`config.mk`:
```
export PLATFORM = sky130hd
export DESIGN_NAME = sas_l2_auth_engine_unit
export DESIGN_NICKNAME = d
export VERILOG_FILES = /design/src/sv/sasl2_pkg.sv /design/src/sv/sas_l2_auth_engine_unit.sv
export SDC_FILE = /design/constraint.sdc
export NUM_CORES = 1
export LEC_CHECK = 0
export BUFFER_PORTS_ARGS = -buffer_cell sky130_fd_sc_hd__buf_2
export CAP_MARGIN = 20
export CORE_MARGIN = 3
export CORE_UTILIZATION = 45
export DETAILED_ROUTE_END_ITERATION = 10
export PLACE_DENSITY = 0.62
export SETUP_SLACK_MARGIN = 0.3
export SLEW_MARGIN = 20
export SYNTH_ARGS = -nofsm -noshare
export SYNTH_HDL_FRONTEND = slang
export SYNTH_SLANG_ARGS = --single-unit
```
`constraint.sdc`:
```
create_clock -name clk -period 4.1 [get_ports clk]
set_input_delay 0.41 -clock clk [delete_from_list [all_inputs] [get_ports clk]]
set_output_delay 0.41 -clock clk [all_outputs]
set_load 0.005 [all_outputs]
```
`src/sv/sasl2_pkg.sv`:
```
// ----------------------------------------------------------------------------
// sasl2_pkg
// Types, constants and helper functions of the sas l2 authentication engine.
// ----------------------------------------------------------------------------
package sasl2_pkg;

	localparam int unsigned WORD_W   = 32;
	localparam int unsigned DIGITS   = 10;
	localparam int unsigned BCD_W    = 4 * DIGITS;
	localparam int unsigned CONV_CYC = WORD_W / 2;

	localparam logic [WORD_W-1:0] CRC_POLY  = 32'hEDB8_8320;
	localparam logic [WORD_W-1:0] WORD_ONES = 32'hFFFF_FFFF;
	localparam logic [3:0]        ASCII_HI  = 4'h3;

	typedef enum logic [1:0] {
		KIND_REG  = 2'd0,
		KIND_CHAL = 2'd1,
		KIND_RESP = 2'd2,
		KIND_NONE = 2'd3
	} kind_t;

	typedef enum logic [1:0] {
		STAT_OK       = 2'd0,
		STAT_MISMATCH = 2'd1,
		STAT_NO_ROUND = 2'd2,
		STAT_UNUSED   = 2'd3
	} stat_t;

	typedef enum logic [4:0] {
		ST_IDLE = 5'b00001,
		ST_CONV = 5'b00010,
		ST_HASH = 5'b00100,
		ST_CALC = 5'b01000,
		ST_SPARE = 5'b10000
	} state_t;

	// one reflected crc-32 byte step
	function automatic logic [WORD_W-1:0] crc_byte(input logic [WORD_W-1:0] crc,
			input logic [7:0] data);
		logic [WORD_W-1:0] c;
		c = crc ^ {24'h0, data};
		for (int b = 0; b < 8; b++) begin
			c = c[0] ? ((c >> 1) ^ CRC_POLY) : (c >> 1);
		end
		return c;
	endfunction

	// one shift-and-add-3 step of binary to bcd conversion
	function automatic logic [BCD_W-1:0] dabble(input logic [BCD_W-1:0] bcd,
			input logic bit_in);
		logic [BCD_W-1:0] t;
		t = bcd;
		for (int d = 0; d < DIGITS; d++) begin
			if (t[4*d +: 4] >= 4'd5) begin
				t[4*d +: 4] = t[4*d +: 4] + 4'd3;
			end
		end
		return {t[BCD_W-2:0], bit_in};
	endfunction

	// addition modulo 2^32-1 as the protocol defines it
	function automatic logic [WORD_W-1:0] add_mod(input logic [WORD_W-1:0] a,
			input logic [WORD_W-1:0] b);
		logic [WORD_W:0] s;
		s = {1'b0, a} + {1'b0, b};
		return s[WORD_W] ? (s[WORD_W-1:0] + 32'd1) : s[WORD_W-1:0];
	endfunction

endpackage

```
`src/sv/sas_l2_auth_engine_unit.sv`:
```
// ----------------------------------------------------------------------------
// sas_l2_auth_engine_unit
// Server side of a sas l2 style mutual authentication with a crc-32 hash.
// ----------------------------------------------------------------------------
// Usage:
//   cfg_we/cfg_data write the 32-bit identity word; write it only while idle.
//   Input beats (in_valid/in_stall) carry kind, nonce and value; each beat
//   gives exactly one output beat (out_valid/out_stall) with status,
//   first_word and second_word.
//   Register and challenge beats convert identity^nonce to decimal two bits a
//   cycle in the shift-and-add-3 converter, then hash the digits one crc
//   byte step a cycle, then a final update step writes the protocol state
//   and the output register; the next beat is taken once that step is done.
//   Response and unused beats skip conversion and hashing and go straight
//   to the update step; a new beat waits until that step is done.
//   One item is in flight at a time; in_stall is high while it is worked on.
//   A new beat is taken while the previous result still waits in the output
//   register; the final update step waits until that register is free.
//   Reset clears identity, the stored and pending words, the open round flag
//   and the output register.
// ----------------------------------------------------------------------------
module sas_l2_auth_engine_unit (
	input  logic                         clk,
	input  logic                         arst_n,
	input  logic                         cfg_we,
	input  logic [sasl2_pkg::WORD_W-1:0] cfg_data,
	input  logic                         in_valid,
	output logic                         in_stall,
	input  logic [1:0]                   kind,
	input  logic [sasl2_pkg::WORD_W-1:0] nonce,
	input  logic [sasl2_pkg::WORD_W-1:0] value,
	output logic                         out_valid,
	input  logic                         out_stall,
	output logic [1:0]                   status,
	output logic [sasl2_pkg::WORD_W-1:0] first_word,
	output logic [sasl2_pkg::WORD_W-1:0] second_word
);
	import sasl2_pkg::*;

	state_t              state_q;
	logic [3:0]          cnt_q;
	kind_t               kind_q;
	logic [WORD_W-1:0]   value_q;
	logic [WORD_W-1:0]   bin_q;
	logic [BCD_W-1:0]    bcd_q;
	logic [WORD_W-1:0]   crc_q;
	logic                started_q;
	logic [WORD_W-1:0]   id_q;
	logic [WORD_W-1:0]   stored_a_q;
	logic [WORD_W-1:0]   stored_m_q;
	logic [WORD_W-1:0]   pend_a_q;
	logic [WORD_W-1:0]   pend_m_q;
	logic [WORD_W-1:0]   pend_beta_q;
	logic                open_q;
	logic                out_valid_q;
	stat_t               status_q;
	logic [WORD_W-1:0]   w1_q;
	logic [WORD_W-1:0]   w2_q;

	logic                in_fire;
	logic                calc_fire;
	logic [3:0]          digit;
	logic                take_digit;
	logic [WORD_W-1:0]   hash_a2;

	assign in_stall    = (state_q != ST_IDLE);
	assign in_fire     = in_valid && !in_stall;
	assign calc_fire   = (state_q == ST_CALC) && !(out_valid_q && out_stall);
	assign digit       = bcd_q[BCD_W-1 -: 4];
	// leading zeros are skipped, but the last digit always counts
	assign take_digit  = started_q || (digit != 4'd0) || (cnt_q == 4'd0);
	assign hash_a2     = crc_q ^ WORD_ONES;

	assign out_valid   = out_valid_q;
	assign status      = status_q;
	assign first_word  = w1_q;
	assign second_word = w2_q;

	always_ff @(posedge clk or negedge arst_n) begin
		if (!arst_n) begin
			id_q <= '0;
		end else if (cfg_we) begin
			id_q <= cfg_data;
		end
	end

	// sequencer and digit-serial datapath
	always_ff @(posedge clk or negedge arst_n) begin
		if (!arst_n) begin
			state_q   <= ST_IDLE;
			cnt_q     <= '0;
			started_q <= 1'b0;
		end else begin
			case (state_q)
				ST_IDLE: begin
					if (in_fire) begin
						cnt_q     <= '0;
						started_q <= 1'b0;
						if (kind_t'(kind) == KIND_REG || kind_t'(kind) == KIND_CHAL) begin
							state_q <= ST_CONV;
						end else begin
							state_q <= ST_CALC;
						end
					end
				end
				ST_CONV: begin
					if (cnt_q == 4'(CONV_CYC - 1)) begin
						cnt_q   <= 4'(DIGITS - 1);
						state_q <= ST_HASH;
					end else begin
						cnt_q <= cnt_q + 4'd1;
					end
				end
				ST_HASH: begin
					started_q <= take_digit;
					if (cnt_q == 4'd0) begin
						state_q <= ST_CALC;
					end else begin
						cnt_q <= cnt_q - 4'd1;
					end
				end
				ST_CALC: begin
					if (calc_fire) begin
						state_q <= ST_IDLE;
					end
				end
				default: begin
					state_q <= ST_IDLE;
				end
			endcase
		end
	end

	always_ff @(posedge clk) begin
		if (in_fire) begin
			kind_q  <= kind_t'(kind);
			value_q <= value;
			bin_q   <= id_q ^ nonce;
			bcd_q   <= '0;
			crc_q   <= WORD_ONES;
		end else if (state_q == ST_CONV) begin
			bcd_q <= dabble(dabble(bcd_q, bin_q[WORD_W-1]), bin_q[WORD_W-2]);
			bin_q <= {bin_q[WORD_W-3:0], 2'b00};
		end else if (state_q == ST_HASH) begin
			bcd_q <= {bcd_q[BCD_W-5:0], 4'h0};
			if (take_digit) begin
				crc_q <= crc_byte(crc_q, {ASCII_HI, digit});
			end
		end
	end

	// protocol state and output register
	always_ff @(posedge clk or negedge arst_n) begin
		if (!arst_n) begin
			stored_a_q  <= '0;
			stored_m_q  <= '0;
			pend_a_q    <= '0;
			pend_m_q    <= '0;
			pend_beta_q <= '0;
			open_q      <= 1'b0;
			out_valid_q <= 1'b0;
			status_q    <= STAT_OK;
			w1_q        <= '0;
			w2_q        <= '0;
		end else begin
			if (out_valid_q && !out_stall) begin
				out_valid_q <= 1'b0;
			end
			if (calc_fire) begin
				out_valid_q <= 1'b1;
				status_q    <= STAT_OK;
				w1_q        <= '0;
				w2_q        <= '0;
				case (kind_q)
					KIND_REG: begin
						stored_a_q <= hash_a2;
						stored_m_q <= value_q;
						open_q     <= 1'b0;
						w1_q       <= hash_a2;
						w2_q       <= value_q;
					end
					KIND_CHAL: begin
						w1_q        <= stored_a_q ^ hash_a2 ^ stored_m_q;
						pend_a_q    <= hash_a2;
						pend_beta_q <= add_mod(stored_a_q, hash_a2);
						pend_m_q    <= add_mod(stored_a_q, stored_m_q);
						open_q      <= 1'b1;
					end
					KIND_RESP: begin
						if (!open_q) begin
							status_q <= STAT_NO_ROUND;
						end else if (value_q != pend_beta_q) begin
							status_q <= STAT_MISMATCH;
						end else begin
							w1_q       <= stored_a_q ^ pend_m_q;
							stored_a_q <= pend_a_q;
							stored_m_q <= pend_m_q;
							open_q     <= 1'b0;
						end
					end
					default: begin
						status_q <= STAT_OK;
					end
				endcase
			end
		end
	end

endmodule
```
=== Word-level counts from Yosys, hierarchy flattened ===
Index checks and enable logic that the tools add are counted.

* Register bits: 408
* Bits in latches: 0
* Bits in writable memories: 0
* Bits in read-only memories: 0
* Output and inout port bits: 68
* Word-level logic and storage cells: 209
* Memories: 0

* Add/subtract/negate cells: 26
* $mul: 0
* Divide/modulo/power cells: 0
* Magnitude comparators: 20
* Eq/ne operators: 17
* Shifts and indexed selects: 0
* Mux-type cells: 84
* Bitwise operators: 15
* Reductions and logical operators: 28

{| class="wikitable"
|+ Operators with widths
! cell !! count
|-
| two-way mux 32 bit || 19
|-
| two-way mux 4 bit || 40
|-
| case mux 32 bit (2 select lines) || 2
|-
| bitwise XOR 32 bit || 4
|-
| inverter 13 -> 14 bit || 8
|-
| case mux 32 bit (3 select lines) || 1
|-
| >= comparator 4 x 3 -> 1 bit (second input constant) || 20
|-
| two-way mux 40 bit || 2
|-
| adder 4 x 2 -> 4 bit (second input constant) || 18
|-
| adder 32 x 32 -> 33 bit || 2
|-
| adder 32 x 1 -> 32 bit (second input constant) || 2
|-
| inequality test 32 bit || 1
|-
| inverter 32 bit || 1
|-
| bitwise XOR 32 x 6 -> 32 bit || 1
|-
| two-way mux 5 bit || 4
|-
| case mux 5 bit (4 select lines) || 1
|-
| inequality test 2 bit (second input constant) || 7
|-
| two-way mux 3 bit || 4
|-
| case mux 4 bit (3 select lines) || 1
|-
| nonzero test 2 bit || 5
|-
| AND reduction 4 bit || 2
|-
| adder 3 x 2 -> 3 bit (second input constant) || 2
|-
| two-way mux 1 bit || 6
|-
| AND reduction 2 bit || 3
|-
| other kinds (22) || 34
|}

=== Longest topological paths before layout ===
Gate-level depths: netlist (run 1).

* Depth after elaboration: 17
* Mapped depth: 15
* Depth with buffers taken out: 14

=== Worst setup path after synthesis (run 1) ===
No wires, ideal clock.

* Kind: flip-flop to flip-flop
* From: register stored_a_q[0]
* To: register pend_m_q[31]
* Library setup time: 0.119 ns
* Arrival time: 3.494 ns
* Setup slack: 0.486 ns
* Cell stages (with the launch flop): 13
* Path buffers: 1
* Clock period less this slack: 3.614 ns
* Path through: dfrtp_1 ha_1 fa_1 a21o_1 a221oi_2 xor2_1 or4_4 buf_6 nor4_4 o2111ai_4 nor4b_2 mux2i_1 nand2_1

* Longest elaborated chain between the ends: 3

{| class="wikitable"
|+ Ends and longest elaborated chain
! element !! RTL line !! source
|-
| start, declared || sas_l2_auth_engine_unit.sv:49 || <nowiki>logic [WORD_W-1:0] stored_a_q;</nowiki>
|-
| start signal, assigned || sas_l2_auth_engine_unit.sv:176 || <nowiki>stored_a_q <= hash_a2;</nowiki>
|-
| start signal, assigned || sas_l2_auth_engine_unit.sv:196 || <nowiki>stored_a_q <= pend_a_q;</nowiki>
|-
| adder 32 x 32 -> 33 bit (*) || sasl2_pkg.sv:66 || <nowiki>s = {1'b0, a} + {1'b0, b};</nowiki>
|-
| adder 32 x 1 -> 32 bit || sasl2_pkg.sv:67 || <nowiki>return s[WORD_W] ? (s[WORD_W-1:0] + 32'd1) : s[WORD_W-1:0];</nowiki>
|-
| two-way mux 32 bit (*) || sasl2_pkg.sv:67 ||
|-
| end signal, assigned || sas_l2_auth_engine_unit.sv:186 || <nowiki>pend_m_q <= add_mod(stored_a_q, stored_m_q);</nowiki>
|-
| end, declared || sas_l2_auth_engine_unit.sv:52 || <nowiki>logic [WORD_W-1:0] pend_m_q;</nowiki>
|}

Mark *: on every way between the ends. The rest lies on a longest branch, timed or not.
A chain may end at the register's enable or synchronous reset.

=== Final worst setup path (run 1) ===
* From: register stored_a_q[0]
* To: register pend_beta_q[28]

* Longest elaborated chain between the ends: 3

{| class="wikitable"
|+ Ends and longest elaborated chain
! element !! RTL line !! source
|-
| adder 32 x 32 -> 33 bit (*) || sasl2_pkg.sv:66 ||
|-
| adder 32 x 1 -> 32 bit || sasl2_pkg.sv:67 ||
|-
| two-way mux 32 bit (*) || sasl2_pkg.sv:67 ||
|-
| end signal, assigned || sas_l2_auth_engine_unit.sv:185 || <nowiki>pend_beta_q <= add_mod(stored_a_q, hash_a2);</nowiki>
|-
| end, declared || sas_l2_auth_engine_unit.sv:53 || <nowiki>logic [WORD_W-1:0] pend_beta_q;</nowiki>
|}

Marks and branches as above.

==> metrics, run 1 <==
routed via count 22.2k; cell mode on critical path buf_4; CP bufs+invs 3; Port Buf Inserts 170; Crit path max-delay family compound AO/OA/AOI/OAI gates; H-tree Lvls 2; Max VDD drop 0.474 mV; synthesized flop and latch total 407; Fill cells 5052; area share of fa/ha/maj cells after synthesis 5.74%; Nets 3245; WS Path Type flip-flop to flip-flop; 1st-iter DRT viols 1935; worst slew pin tran 1.08 ns; Slew Limit Fails 0; latest clock arrival within the worst-skew pair 0.59 ns; Yosys cell types 105; Die X 244 um; starting density of the core 45.9%; crit path max fanout 5; gate count of the mapped netlist 2842; clk buf depth 3; P&R area growth vs syn 17.6%; Num CTS Buffers 48; crit-path cells buf_4, ha_2, inv_1, fa_1, nand2b_1, a21o_1, a21o_4, a21oi_2, a31oi_1, a311oi_2, buf_4, nand2_1, or4_1, xnor2_1, mux2_2; Post-synth EDFFs 66; Max-slew headroom 27.8%; routed vias/inst 5.83; commonest non-fill, non-tap cells in the layout 368 x nand2_1, 268 x dfrtp_1, 220 x o21ai_0; largest net degree at the start of global routing 118; DRC viols 0; Crit path arrival time 4.23 ns; area of the multi-input gates 14800 sq um; P per Cell Area 772 nW/um^2; Die Area 59600 sq um; GP Congestion 0.977; Synth Area in Simple Gates 16.9%; Antenna Violating Nets Remaining 0; grt ovf 0; diode count 0; Fmax 0.266 GHz; CTS tree done; Root Driver clkbuf_16; row count 86; Hold WC Path Type input port to flip-flop; DP Worst Slack 0.0646 ns; Tot Pwr 23.2 mW; part of the Yosys area used for sequential elements 39.8%; vias in the first global route 21.4k; Mean Syn Cell Area 8.98 sq um; mux cell area share after synthesis 4.45%; Synth Flop Type dfrtp_1; Setup TNS 0 ns; status finished, final reports clean; Final Cycle Share 91.7%; total of warnings raised by yosys 0; wire per inst 22.1 um; post-synthesis compound-gate area fraction 18.3%; Pre-Repair DR Iteration Count 7; XOR/XNOR Fraction of Synth Area 10.6%; largest family of logic cells by synthesized area compound AO/OA/AOI/OAI gates; Setup crit end kind flip-flop; floorplan core area 55600 sq um; clock skew 0.0312 ns; area occupied by registers 10200 sq um; Total GRT Usage 27.5%; RSZ-0062 raised after global routing true; share of layout cells above drive strength 1 16.6%; Syn Nets 3061; final setup fails 0; Mapped Area 25500 sq um; commonest non-fill, non-tap cell in the layout nand2_1; Startpoint Class flip-flop; Leakage 13.3 nW; slowest stage delay, CP 0.53 ns; Final min period 3.76 ns; io pins 171; Die Span Y 244 um; Async SR Flop Fraction 66.1%; Max Cap Violations 0; slowest CP cell or4_1; Fin. Hold Viols 0; WL final 84100 um; CTS sink cnt 407; post-DP HPWL 62100 um; slack of the critical path 0.342 ns; required time worst endpoint 4.57 ns; clk slew on worst S/H paths 0.06 ns; global-route wire length before repair 128000 um; initial antenna violation count 1
cells in the mapped netlist, types with 7 or more instances:
master,n,area [sq um]
and4_1,15,131
a222oi_1,32,320
nor3_1,55,275
a31oi_1,14,87.6
o21a_1,12,90.1
a211oi_1,58,435
nand2_1,371,1390
nor2_1,196,736
ha_1,114,1430
o211ai_1,39,293
xor2_1,143,1250
nand3_1,36,180
and2_1,16,100
nand4_1,33,206
inv_1,109,409
o21ai_0,224,1120
xnor2_1,162,1420
buf_1,11,41.3
o31ai_1,9,67.6
clkbuf_1,128,480
a21boi_0,15,113
nand2b_1,31,194
nor3b_1,20,150
dfrtp_1,268,6710
dfxtp_1,72,1440
nor4_2,7,87.6
o21ai_1,20,100
buf_2,14,70.1
nor4_1,15,93.8
a21o_1,24,180
mux2i_1,73,731
a21oi_1,224,1120
and3_1,29,181
edfxtp_1,66,1980
nor2b_1,10,62.6
mux2_2,36,405
final cells by class:
class                           instances  share of cell area [%]
Multi-Input combinational cell       2164                    49.3
Sequential cell                       407                    33.8
Timing Repair Buffer                  296                    6.55
Clock buffer                           61                    4.20
Tap cell                              748                    3.12
Clock inverter                         28                    1.65
Inverter                              109                    1.36
cell families after synthesis:
kind of cell | after synthesis
multiplexers | 109
buffers and inverters | 271
AO/OA/AOI/OAI | 748
AND/OR/NAND/NOR | 885
adder cells (fa/ha/maj) | 116
XOR/XNOR | 306
flip-flops | 407
metal layers:
| layer | up-vias | share of wire [%] | track usage [%] |
|---|---|---|---|
| met2 | 859 | 46 | 44.7 |
| li1 | 10437 | - | - |
| met1 | 10748 | 42 | 36.4 |
| met4 | 2 | 4.6 | 11.6 |
| met3 | 191 | 6.8 | 4.84 |
| met5 | - | 0.0095 | 0 |
report_power, final:
group	switching [mW]	internal (mW)
sequential	1.31	5.49
clock	1.83	3.01
combinational	7.01	4.53
total	10.1	13.0
state kept, by name, indices dropped and copies added (netlist names):
signal       flops
id_q            32
stored_a_q      32
started_q        1
pend_a_q        32
first_word      32
open_q           1
state_q          4
pend_m_q        32
pend_beta_q     32
crc_q           32
bcd_q           40
status           2
cnt_q            4
kind_q           2
stored_m_q      32
value_q         32
second_word     32
out_valid        1
bin_q           32
per-stage QoR:
stage	area, sq um	hold slack, ns	utilization (%)	instances
2_1_floorplan	25500	0.114	-	2842
3_3_place_gp	27400	0.457	49.2	3674
3_5_place_dp	27400	0.466	49.2	3674
4_1_cts	29500	0.0250	53.1	3800
5_1_grt	30000	0.0457	54.0	3813
6_report	30000	0.0563	54.0	3813
worst reg2reg max path: stages (launching register included):
cell      delay, ns
dfrtp_1        0.40
buf_4          0.13
ha_2           0.20
inv_1          0.06
fa_1           0.39
nand2b_1       0.20
a21o_1         0.24
a21o_4         0.26
a21oi_2        0.17
a31oi_1        0.12
a311oi_2       0.27
buf_4          0.19
nand2_1        0.05
or4_1          0.53
xnor2_1        0.15
mux2_2         0.27
worst paths after layout:
check | end | startpoint | depth (start not counted) | slack (ns)
max in group asynchronous | state_q[0]$_DFFE_PN1P_ | arst_n | 3 | 2.50
max | pend_beta_q[28]$_DFFE_PN0P_ | stored_a_q[0]$_DFFE_PN0P_ | 15 | 0.34
min in group asynchronous | second_word[20]$_DFFE_PN0P_ | arst_n | 2 | 0.53
min | id_q[28]$_DFFE_PN0P_ | cfg_data[28] | 2 | 0.06
min reg2reg | status[1]$_DFFE_PN0P_ | open_q$_DFFE_PN0P_ | 1 | 0.47
max reg2reg | pend_beta_q[28]$_DFFE_PN0P_ | stored_a_q[0]$_DFFE_PN0P_ | 15 | 0.34
timing repair:
action	CTS	global route
setup endpoints to repair	17	25
hold endpoints to repair	110	0
pin swaps	3	20
hold buffers	34	0
setup buffers	3	13
gates resized for setup	11	83
Note: power is estimated with default switching activity, not from simulation.
==> inputs of run 2 (changes only) <==
--- a/config.mk
+++ b/config.mk
@@ -9,6 +9,7 @@
 export CAP_MARGIN = 20
 export CORE_MARGIN = 3
 export CORE_UTILIZATION = 45
+export CTS_BUF_LIST = sky130_fd_sc_hd__clkbuf_16
 export DETAILED_ROUTE_END_ITERATION = 10
 export PLACE_DENSITY = 0.62
 export SETUP_SLACK_MARGIN = 0.3
==> metrics, run 2 (synthesis results as in run 1) <==
status finished, final reports clean; commonest non-fill, non-tap cells in the layout 368 x nand2_1, 267 x dfrtp_1, 221 x o21ai_0; WL final 83700 um; Non-Filler Instances 3810; crit path max fanout 5; CTS tree done; Die X 244 um; initial antenna violation count 2; starting density of the core 45.9%; Logic pwr share 49.7%; Max-slew headroom 28.3%; Nets 3241; grt ovf 0; max reg flops 40; Setup crit end kind flip-flop; routed via count 22.2k; Fmax 0.263 GHz; Max Cap Violations 0; Crit path arrival time 4.27 ns; Sequential Power Share 29.5%; commonest non-fill, non-tap cell in the layout nand2_1; area occupied by registers 10200 sq um; Final Cycle Share 92.7%; required time worst endpoint 4.57 ns; WS Path Type flip-flop to flip-flop; row count 86; Antenna Violating Nets Remaining 0; clk buf depth 3; GP Congestion 0.977; Fin. Hold Viols 0; Die Area 59600 sq um; latest clock arrival within the worst-skew pair 0.59 ns; placed cells 3674; switching share of power 43.8%; Leakage 13.3 nW; clk slew on worst S/H paths 0.06 ns; vias in the first global route 21.4k; global-route wire length before repair 128000 um; wire per inst 22.0 um; CTS sink cnt 407; Pre-Repair DR Iteration Count 8; Top reg by flops bcd_q; largest net degree at the start of global routing 118; Total GRT Usage 27.5%; share of layout cells above drive strength 1 15.8%; Cell Int Power 12.9 mW; routed vias/inst 5.83; post-DP HPWL 62100 um; P&R area growth vs syn 16.8%; Port Buf Inserts 170; sw power 10.1 mW; final setup fails 0; io pins 171; Hold WC Path Type input port to flip-flop; Startpoint Class flip-flop; Fill cells 5062; clock skew 0.0290 ns; Final min period 3.80 ns; Fin Hold WS 0.0575 ns; area of the multi-input gates 14600 sq um; RSZ-0062 raised after global routing true; DRC viols 0; Root Driver clkbuf_16; Slew Limit Fails 0; Max VDD drop 0.474 mV; clock network fraction of design power 20.8%; Die Span Y 244 um; H-tree Lvls 2; floorplan core area 55600 sq um; Num CTS Buffers 48; 1st-iter DRT viols 1900; Setup TNS 0 ns; P per Cell Area 771 nW/um^2; worst slew pin tran 1.08 ns
## run 2: changes by cell type in the layout (fill, tap and decap cells not counted), moves of 2 or more
cell / change
ha_1: +4
xnor2_2: -3
clkbuf_1: -12
nor3_1: +2
xnor2_1: +3
buf_4: -4
nor3_2: -2
a21oi_1: +4
a21oi_2: -3
ha_4: -4
inv_1: +12
## run 2: power groups by stage
stage	Clock, mW	Combinational [mW]	Sequential, mW
after floorplan	0	7.84	6.39
after global placement	0	10.7	6.76
after detailed placement	0	10.9	6.82
after CTS	4.87	11.0	6.76
after global routing	5.03	12.5	6.94
final	4.78	11.4	6.79
## run 2: what timing repair did
item                       4_1_cts  5_1_grt
hold buffers                    34        0
gates resized for setup         11       57
setup endpoints to repair       17       25
pin swaps                        4       18
buffers inserted                 3        9
hold endpoints to repair       110        0
## run 2: final cells by class
type	count	area share (%)
Antenna cell	1	0.00839
Clock buffer	48	4.03
Clock inverter	41	1.83
Inverter	109	1.37
Multi-Input combinational cell	2164	49.1
Sequential cell	407	34.1
Tap cell	748	3.14
Timing Repair Buffer	292	6.49
## run 2: per-layer routing
layer	vias up	GRT usage [%]	part of all wire, %
met2	853	44.8	46
met3	176	4.54	7.4
met1	10738	36.5	42
met5	-	0	0.0096
met4	2	11.6	4.5
li1	10448	-	-
## run 2: worst max-delay path, cell delays in order (launching register included)
cell       delay (ns)
dfxtp_1          0.37
inv_1            0.17
ha_1             0.46
a2111oi_1        0.67
o211ai_1         0.21
nand3_1          0.16
a21boi_0         0.11
a311oi_2         0.33
buf_4            0.19
nand2_1          0.05
or4_1            0.53
xnor2_1          0.14
mux2_2           0.27
## run 2: worst paths after layout
path | start | to | slack, ns | cells after the start
max in group asynchronous | arst_n | state_q[0]$_DFFE_PN1P_ | 2.52 | 3
setup reg to reg | crc_q[25]$_SDFFE_PP1P_ | pend_beta_q[28]$_DFFE_PN0P_ | 0.30 | 12
min in group asynchronous | arst_n | pend_beta_q[20]$_DFFE_PN0P_ | 0.53 | 2
setup / recovery | crc_q[25]$_SDFFE_PP1P_ | pend_beta_q[28]$_DFFE_PN0P_ | 0.30 | 12
hold / removal | cfg_data[28] | id_q[28]$_DFFE_PN0P_ | 0.06 | 2
hold reg to reg | open_q$_DFFE_PN0P_ | status[1]$_DFFE_PN0P_ | 0.47 | 1
## run 2: through the flow
stage,setup WS (ns),power (mW),area (sq um),util (%)
after floorplan,0.486,14.2,25500,-
after detailed placement,0.0646,17.8,27400,49.2
after global routing,0.162,24.5,29800,53.6
after global placement,0.0855,17.5,27400,49.2
after CTS,0.304,22.7,29500,53.1
final,0.300,23.0,29800,53.6
